==> src/rtl/core/ufmc_pkg.sv <==
// shared widths and codes for the union-find maze carver
// used by the top level, the index unit and the port checker
package ufmc_pkg;

  localparam int unsigned CFG_W   = 7;   // grid size registers
  localparam int unsigned COORD_W = 6;   // cell coordinates
  localparam int unsigned WALL_W  = 7;   // wall tile coordinates
  localparam int unsigned PROD_W  = 14;  // multiply-add result, 127*127+63 fits
  localparam int unsigned REG_IDX_W = 1;

  localparam logic CMD_CLEAR = 1'b0;
  localparam logic CMD_JOIN  = 1'b1;

  localparam logic [REG_IDX_W-1:0] REG_GRID_WIDTH  = 1'b0;
  localparam logic [REG_IDX_W-1:0] REG_GRID_HEIGHT = 1'b1;

endpackage

==> src/rtl/core/ufmc_mul_add.sv <==
// registered multiply-add used for cell indices and clear length
// depends on ufmc_pkg
module ufmc_mul_add (
  input  logic                         clk,
  input  logic [ufmc_pkg::CFG_W-1:0]   mul_a,
  input  logic [ufmc_pkg::CFG_W-1:0]   mul_b,
  input  logic [ufmc_pkg::COORD_W-1:0] add_c,
  output logic [ufmc_pkg::PROD_W-1:0]  prod
);
  import ufmc_pkg::*;

  always_ff @(posedge clk) begin
    prod <= PROD_W'(mul_a) * PROD_W'(mul_b) + PROD_W'(add_c);
  end

endmodule

==> config.mk <==
export PLATFORM = sky130hd
export DESIGN_NAME = ufmc_mul_add
export DESIGN_NICKNAME = d
export VERILOG_FILES = /design/src/rtl/core/ufmc_pkg.sv /design/src/rtl/core/ufmc_mul_add.sv
export SDC_FILE = /design/constraint.sdc
export NUM_CORES = 1
export LEC_CHECK = 0
export BUFFER_PORTS_ARGS = -buffer_cell sky130_fd_sc_hd__buf_4
export CORE_MARGIN = 4
export CORE_UTILIZATION = 62
export DETAILED_ROUTE_END_ITERATION = 7
export MAX_ROUTING_LAYER = met4
export PLACE_DENSITY = 0.89
export SLEW_MARGIN = 0
export SYNTH_ARGS = -nofsm -noshare
export SYNTH_HDL_FRONTEND = slang
export SYNTH_SLANG_ARGS = --single-unit
==> constraint.sdc <==
create_clock -name clk -period 8.7 [get_ports clk]
set_input_delay 1.305 -clock clk [delete_from_list [all_inputs] [get_ports clk]]
set_output_delay 1.305 -clock clk [all_outputs]
set_load 0.03 [all_outputs]
==> results of run 1 <==
per-layer routing:
layer	track usage, %	vias to the layer above	routed length (um)	share of wire [%]
met1	24.1	745	1520	42
met5	-	-	0	0
li1	-	763	-	-
met4	3.89	0	31	0.85
met3	3.42	4	112	3.1
met2	35.5	30	1970	54
cell type report:
cell class | instances | area, um^2
Clock buffer | 3 | 22.5
Multi-Input combinational cell | 156 | 1580
Tap cell | 44 | 55.1
Timing Repair Buffer | 34 | 255
Inverter | 52 | 195
Fill cell | 243 | 711
Sequential cell | 14 | 280
logic make-up after synthesis:
kind of cell / Yosys count
adders and majority gates: 65
buffers and inverters: 52
xor gates and xnor gates: 10
AOI/OAI and AO/OA: 20
DFF: 14
and+or+nand+nor: 61
per-stage QoR:
stage                     hold WS (ns)  setup WS (ns)
after floorplan                   1.43           3.68
after global placement            1.53           3.48
after detailed placement          1.55           3.39
after CTS                         1.26           3.69
after global routing              1.26           3.54
final                             1.26           3.70
cells in the final DEF, fill, tap and decap left out, types with 2 or more instances in the layout:
cell,count
nor2_1,3
nand3_1,2
xnor2_1,7
o21ai_0,2
clkbuf_4,3
dfxtp_1,14
a31oi_1,3
a21oi_1,4
ha_1,35
and2_1,28
nand2_1,23
inv_1,52
a21o_1,3
fa_1,30
buf_4,34
xor2_1,3
worst max-delay path, cell delays in order:
cell and delay (ns):
buf_4 0.13, and2_1 0.17, fa_1 0.53, inv_1 0.05
fa_1 0.48, inv_1 0.06, fa_1 0.53, inv_1 0.05
fa_1 0.53, inv_1 0.04, ha_1 0.34, o21a_1 0.13
o31a_1 0.12, or2_1 0.23, a221o_1 0.33, xor2_1 0.14
worst min path at each step:
stage	start	to	slack (ns)	depth (start not counted)
finish	add_c[0]	prod[0]	1.26	2
global placement	add_c[0]	prod[0]	1.53	2
detailed placement	add_c[0]	prod[0]	1.55	2
CTS	add_c[0]	prod[0]	1.26	2
global route	add_c[0]	prod[0]	1.26	2
floorplan	add_c[0]	prod[0]	1.43	1
power by group:
part	total [mW]	internal, mW	switching (mW)
Clock	0.0352	0.0161	0.0192
Combinational	0.401	0.173	0.227
Sequential	0.103	0.0960	0.00664
Total	0.539	0.286	0.253
==> impl_metrics.ini, run 1 <==
[logic_synthesis]
synth_compound_area_share_pct = 6.62
yosysTopAreaCellShare_pct = 29.2
syn-mean-instance-area_um2 = 9.28
postSynthCellCount = 222
synth_fa_ha_area_share_pct = 50.4
async_flop_share_pct = 0
synth_ff_type = dfxtp_1
synthDistinctLibCells = 27
yosys_warnings = 0
synth_most_common_cell = inv_1
ys_top_cells_by_count = inv_1, ha_1, fa_1
synth_edf_count = 0
synth_xor_area_share_pct = 4.25
synth_top_family_by_area = adder cells
syn_area_um2 = 2060
yosysSeqAreaShare_pct = 13.6
syn_nets = 308
synth_top_area_cell = fa_1
netlist_top_cells_area = fa_1, ha_1, dfxtp_1, inv_1, and2_1
synth_seq_cells = 14
synthMuxAreaShare_pct = 0
yosys.area_share.simple_pct = 15.6

[clock_tree]
clockBufferDepth = 2
cts_resized = 0
cts_setup_buffers = 0
clk_pin_slew_worst_paths_ns = 0.08
holdBufCountCts = 0
cts_tree = done
clock_sinks = 14
cts_root_buffer = clkbuf_4
cts_buffers = 3
h-tree-depth = 1

[global_route]
antenna_found_initial = 0
grt_pass1_wl_um = 6560
grt_pass1_vias = 1534
overflow = 0
grt_max_degree = 8
grt_usage_pct = 20.1

[finish]
stdcell_area_um2 = 2390
final_nets = 347
final_cells = 303
diodes = 0
synthToLayoutAreaGrowth_pct = 16.2
reg_top3 = prod (14)
drive_gt1_share_pct = 14.7
top_register = prod
utilization_pct = 77.1
largest_register_ff_count = 14

[power]
p_per_area_nw_per_um2 = 225
total_power_mw = 0.539
leakagePower_nw = 1.31
irDropWorstVdd_v = 0.000187

[worst_hold_path]
hold_path.class = in2reg

[routing]
drc = 0
vias_per_cell = 5.09
vias = 1542
wl_um = 3630
dr.pass1.iters = 4
drt-wirelength-per-cell_um = 12.0
antenna_left = 0
dr.first_iter.drc_count = 52

[critical_path]
worstSetupEndpoint = prod[10]
critPathArrivalTime_ns = 5.17
critPathLaunch = mul_a[3]
startpoint_type = input pin
end_kind = register
required_ns = 8.87
worstPathMaxFanout = 7
path_class = in2reg

[timing]
hold_viol_final = 0
worstMarginPinSlew_ns = 0.341
post-route-period-util_pct = 57.5
final-setup-viol-count = 0
fmax_ghz = 0.200
setup-tns-final_ns = 0
slew_viol_final = 0
period_needed_ns = 5.00
rsz0062_at_grt = false
relSlewSlack_pct = 77.1

[floorplanning]
die_y_um = 65.6
start_util_pct = 66.4
rows = 20
ios = 35
die_w_um = 65.6
core_area_um2 = 3100
dieArea_um2 = 4310

[placement]
io_buffers = 34
dpl.hpwl_um = 3310
dp.cells = 300
place.gp.congestion = 0.874
placed_cell_area_um2 = 2370

[status]
status = finished clean

[run]
maxCapViolCount = 0
Note: power is estimated with default switching activity, not from simulation.
==> inputs of run 2 (changes only) <==
--- a/config.mk
+++ b/config.mk
@@ -7,10 +7,10 @@
 export LEC_CHECK = 0
 export BUFFER_PORTS_ARGS = -buffer_cell sky130_fd_sc_hd__buf_4
 export CORE_MARGIN = 4
-export CORE_UTILIZATION = 62
+export CORE_UTILIZATION = 57
 export DETAILED_ROUTE_END_ITERATION = 7
 export MAX_ROUTING_LAYER = met4
-export PLACE_DENSITY = 0.89
+export PLACE_DENSITY = 0.83
 export SLEW_MARGIN = 0
 export SYNTH_ARGS = -nofsm -noshare
 export SYNTH_HDL_FRONTEND = slang
==> constraint.sdc (replaced) <==
create_clock -name clk -period 5 [get_ports clk]
set_input_delay 0.75 -clock clk [delete_from_list [all_inputs] [get_ports clk]]
set_output_delay 0.75 -clock clk [all_outputs]
set_load 0.03 [all_outputs]
==> run 2 against run 1 <==
Against the previous run:
- clock power grew 120%
- setup slack lost 3.2 ns
- count of clock-buffer cells in the layout grew 1
- cell area grew 0.68%
==> impl_metrics.ini, run 2 (synthesis results as in run 1) <==
[timing]
post-route-period-util_pct = 89.5
relSlewSlack_pct = 77.5
slew_viol_final = 0
final-setup-viol-count = 0
worstMarginPinSlew_ns = 0.335
period_needed_ns = 4.47
setup-tns-final_ns = 0
rsz0062_at_grt = false
hold_viol_final = 0
fmax_ghz = 0.223

[clock_tree]
h-tree-depth = 1
cts_tree = done
clk_pin_slew_worst_paths_ns = 0.08
clockBufferDepth = 2
holdBufCountCts = 0
cts_setup_buffers = 0
cts_buffers = 3
cts_resized = 0
cts_root_buffer = clkbuf_4
clock_sinks = 14

[floorplanning]
die_w_um = 68.1
start_util_pct = 60.3
die_y_um = 68.1
core_area_um2 = 3420
rows = 21
ios = 35
dieArea_um2 = 4640

[finish]
most-common-layout-cells = inv_1, ha_1, buf_4, fa_1, and2_1
final_cells = 306
diodes = 0
final_nets = 347
largest_register_ff_count = 14
layout_commonest_cell = inv_1
synthToLayoutAreaGrowth_pct = 17.0
top_register = prod
reg_top3 = prod (14)
drive_gt1_share_pct = 15.0

[placement]
dpl.hpwl_um = 3360
io_buffers = 34
place.gp.congestion = 0.876
dp.cells = 302

[global_route]
grt_max_degree = 9
antenna_found_initial = 0
grt_pass1_wl_um = 6590
overflow = 0
grt_pass1_vias = 1617
grt_usage_pct = 19.2

[critical_path]
end_kind = register
worstPathCellList = buf_4 > and2_1 > fa_1 > inv_1 > fa_1 > inv_1 > fa_1 > inv_1 > fa_1 > inv_1 > ha_1 > o21a_1 > o31a_1 > or2_1 > a221o_1 > xor2_1
crit_buf_inv = 5
worstPathMaxFanout = 7
critPathArrivalTime_ns = 4.64
max_stage_delay_ns = 0.53
path_depth = 16
crit_family = adder cells
startpoint_type = input pin
cp_slowest_cell = fa_1
required_ns = 5.16
path_class = in2reg

[routing]
vias = 1546
vias_per_cell = 5.05
dr.first_iter.drc_count = 44
drc = 0
antenna_left = 0
wl_um = 3890
dr.pass1.iters = 4
drt-wirelength-per-cell_um = 12.7

[worst_hold_path]
whs_path_depth = 2
hold_path.class = in2reg

[power]
irDropWorstVdd_v = 0.000236
leakagePower_nw = 1.31
p_per_area_nw_per_um2 = 399
total_power_mw = 0.961

[run]
maxCapViolCount = 0

[status]
status = finished clean
[run 2: path summary, 6_finish.rpt]
path,from,end,slack (ns)
max,mul_a[3],prod[10],0.53
min,add_c[0],prod[0],0.70
[run 2: layout make-up]
cell class / instances / area, um^2
multi-input cells: 156 / 1580
fillers: 290 / 1010
flip-flops and latches: 14 / 280
repair buffers: 34 / 255
inverters: 52 / 195
well taps: 46 / 57.6
clock buffers: 4 / 36.3
[run 2: stage by stage]
step / hold slack, ns / setup slack, ns / cell area [um^2] / util [%]
6_report: 0.695 / 0.525 / 2410 / 70.5
5_1_grt: 0.688 / 0.368 / 2410 / 70.5
3_5_place_dp: 0.980 / 0.254 / 2370 / 69.5
3_3_place_gp: 0.979 / 0.321 / 2370 / 69.5
2_1_floorplan: 0.880 / 0.539 / 2060 / -
4_1_cts: 0.692 / 0.535 / 2410 / 70.5
[run 2: routing by layer]
| metal | share of wire (%) | wire length, um | GRT usage [%] | vias to the layer above |
|---|---|---|---|---|
| met3 | 3.0 | 118 | 2.96 | 6 |
| met5 | 0 | 0 | - | - |
| li1 | - | - | - | 762 |
| met1 | 40 | 1550 | 21.8 | 750 |
| met4 | 1.1 | 42 | 2.98 | 0 |
| met2 | 56 | 2180 | 35.9 | 28 |
[run 2: power by group]
part / switching (mW) / total (mW) / internal [mW]
Clock: 0.0333 / 0.0776 / 0.0443
Combinational: 0.401 / 0.704 / 0.303
Sequential: 0.0123 / 0.180 / 0.167
Total: 0.447 / 0.961 / 0.514
==> inputs of run 3 (changes only) <==
--- a/config.mk
+++ b/config.mk
@@ -6,11 +6,10 @@
 export NUM_CORES = 1
 export LEC_CHECK = 0
 export BUFFER_PORTS_ARGS = -buffer_cell sky130_fd_sc_hd__buf_4
-export CORE_MARGIN = 4
-export CORE_UTILIZATION = 57
+export CORE_UTILIZATION = 55
 export DETAILED_ROUTE_END_ITERATION = 7
 export MAX_ROUTING_LAYER = met4
-export PLACE_DENSITY = 0.83
+export PLACE_DENSITY = 0.8
 export SLEW_MARGIN = 0
 export SYNTH_ARGS = -nofsm -noshare
 export SYNTH_HDL_FRONTEND = slang
==> run 3 against run 2 <==
Against the previous run:
- critical path depth stayed put
- first-iteration DRC count grew 4.5%
- hold slack gained 0.035 ns
- critical path type unchanged
==> impl_metrics.ini, run 3 (synthesis results as in run 1) <==
[status]
status = finished clean

[clock_tree]
cts_root_buffer = clkbuf_8
clk_pin_slew_worst_paths_ns = 0.06
holdBufCountCts = 0
cts_buffers = 3
cts_resized = 0
clockBufferDepth = 2
h-tree-depth = 1
cts_setup_buffers = 0
cts_tree = done
clock_sinks = 14

[finish]
most-common-layout-cells = inv_1, ha_1, buf_4, fa_1, and2_1
layout_commonest_cell = inv_1
drive_gt1_share_pct = 15.0
largest_register_ff_count = 14
reg_top3 = prod (14)
fill_cells = 296
diodes = 0
synthToLayoutAreaGrowth_pct = 17.9
top_register = prod
stdcell_area_um2 = 2430
final_nets = 347

[worst_hold_path]
hold_path.class = in2reg
whs_path_depth = 2
worstHoldEndpoint = prod[0]
min-delay-start = add_c[0]

[floorplanning]
die_w_um = 63.2
ios = 35
dieArea_um2 = 3990
core_area_um2 = 3470
die_y_um = 63.2
start_util_pct = 59.4
rows = 21

[critical_path]
required_ns = 5.13
cp_slowest_cell = fa_1
crit_buf_inv = 5
critPathArrivalTime_ns = 4.57
max_stage_delay_ns = 0.53
worstPathMaxFanout = 7
startpoint_type = input pin
end_kind = register
worstPathCellList = buf_4 > and2_1 > fa_1 > inv_1 > fa_1 > inv_1 > fa_1 > inv_1 > fa_1 > inv_1 > ha_1 > o21a_1 > o31a_1 > or2_1 > a221o_1 > xor2_1
path_class = in2reg
crit_family = adder cells

[power]
p_per_area_nw_per_um2 = 404
leakagePower_nw = 1.32
irDropWorstVdd_v = 0.000244
total_power_mw = 0.980

[global_route]
grt_pass1_vias = 1548
antenna_found_initial = 0
grt_pass1_wl_um = 6530
overflow = 0
grt_usage_pct = 21.3
grt_max_degree = 9

[routing]
drt-wirelength-per-cell_um = 11.7
drc = 0
dr.first_iter.drc_count = 46
wl_um = 3590
antenna_left = 0
vias = 1563
vias_per_cell = 5.11
dr.pass1.iters = 4

[timing]
final-setup-viol-count = 0
hold_viol_final = 0
setup-tns-final_ns = 0
relSlewSlack_pct = 77.9
post-route-period-util_pct = 88.8
period_needed_ns = 4.44
fmax_ghz = 0.225
worstMarginPinSlew_ns = 0.330
rsz0062_at_grt = false
slew_viol_final = 0
timing.hold.ws_ns = 0.730

[placement]
place.gp.congestion = 0.811
dpl.hpwl_um = 3080
io_buffers = 34
placed_cell_area_um2 = 2370

[run]
maxCapViolCount = 0
## run 3: cell types whose count changed in the layout (fill, tap and decap cells not counted)
cell,before,now
clkbuf_4,3,0
clkbuf_8,1,4
## run 3: layer usage
| layer | wire length (um) | track usage, % | vias to the layer above |
|---|---|---|---|
| li1 | - | - | 761 |
| met5 | 0 | - | - |
| met1 | 1480 | 25.7 | 765 |
| met4 | 41 | 4.26 | 0 |
| met2 | 1950 | 37.2 | 31 |
| met3 | 117 | 3.99 | 6 |
## run 3: layout make-up
class                           count  area [um^2]  share of cell area, %
Clock buffer                        4         55.1                   2.27
Inverter                           52          195                   8.04
Multi-Input combinational cell    156         1580                   65.3
Sequential cell                    14          280                   11.5
Tap cell                           46         57.6                   2.37
Timing Repair Buffer               34          255                   10.5
## run 3: power breakdown
group	switching (mW)	total (mW)	internal (mW)	leakage (nW)
sequential	0.0127	0.180	0.168	0.118
clock	0.0389	0.109	0.0698	0.0288
combinational	0.391	0.691	0.300	1.18
## run 3: how the worst max path moves through the flow
| stage | slack (ns) | cells past startpoint | from | to |
|---|---|---|---|---|
| 2_1_floorplan | 0.54 | 15 | mul_a[3] | prod[10] |
| 3_3_place_gp | 0.32 | 16 | mul_a[3] | prod[10] |
| 3_5_place_dp | 0.29 | 16 | mul_a[3] | prod[10] |
| 4_1_cts | 0.55 | 16 | mul_a[3] | prod[10] |
| 5_1_grt | 0.33 | 16 | mul_a[3] | prod[13] |
| 6_report | 0.56 | 16 | mul_a[3] | prod[10] |
## run 3: metrics by stage
| step | util, % | setup slack, ns | cells |
|---|---|---|---|
| 2_1_floorplan | - | 0.539 | 222 |
| 4_1_cts | 70.0 | 0.554 | 306 |
| 3_3_place_gp | 68.4 | 0.315 | 302 |
| 5_1_grt | 70.0 | 0.327 | 306 |
| 3_5_place_dp | 68.4 | 0.292 | 302 |
| 6_report | 70.0 | 0.558 | 306 |
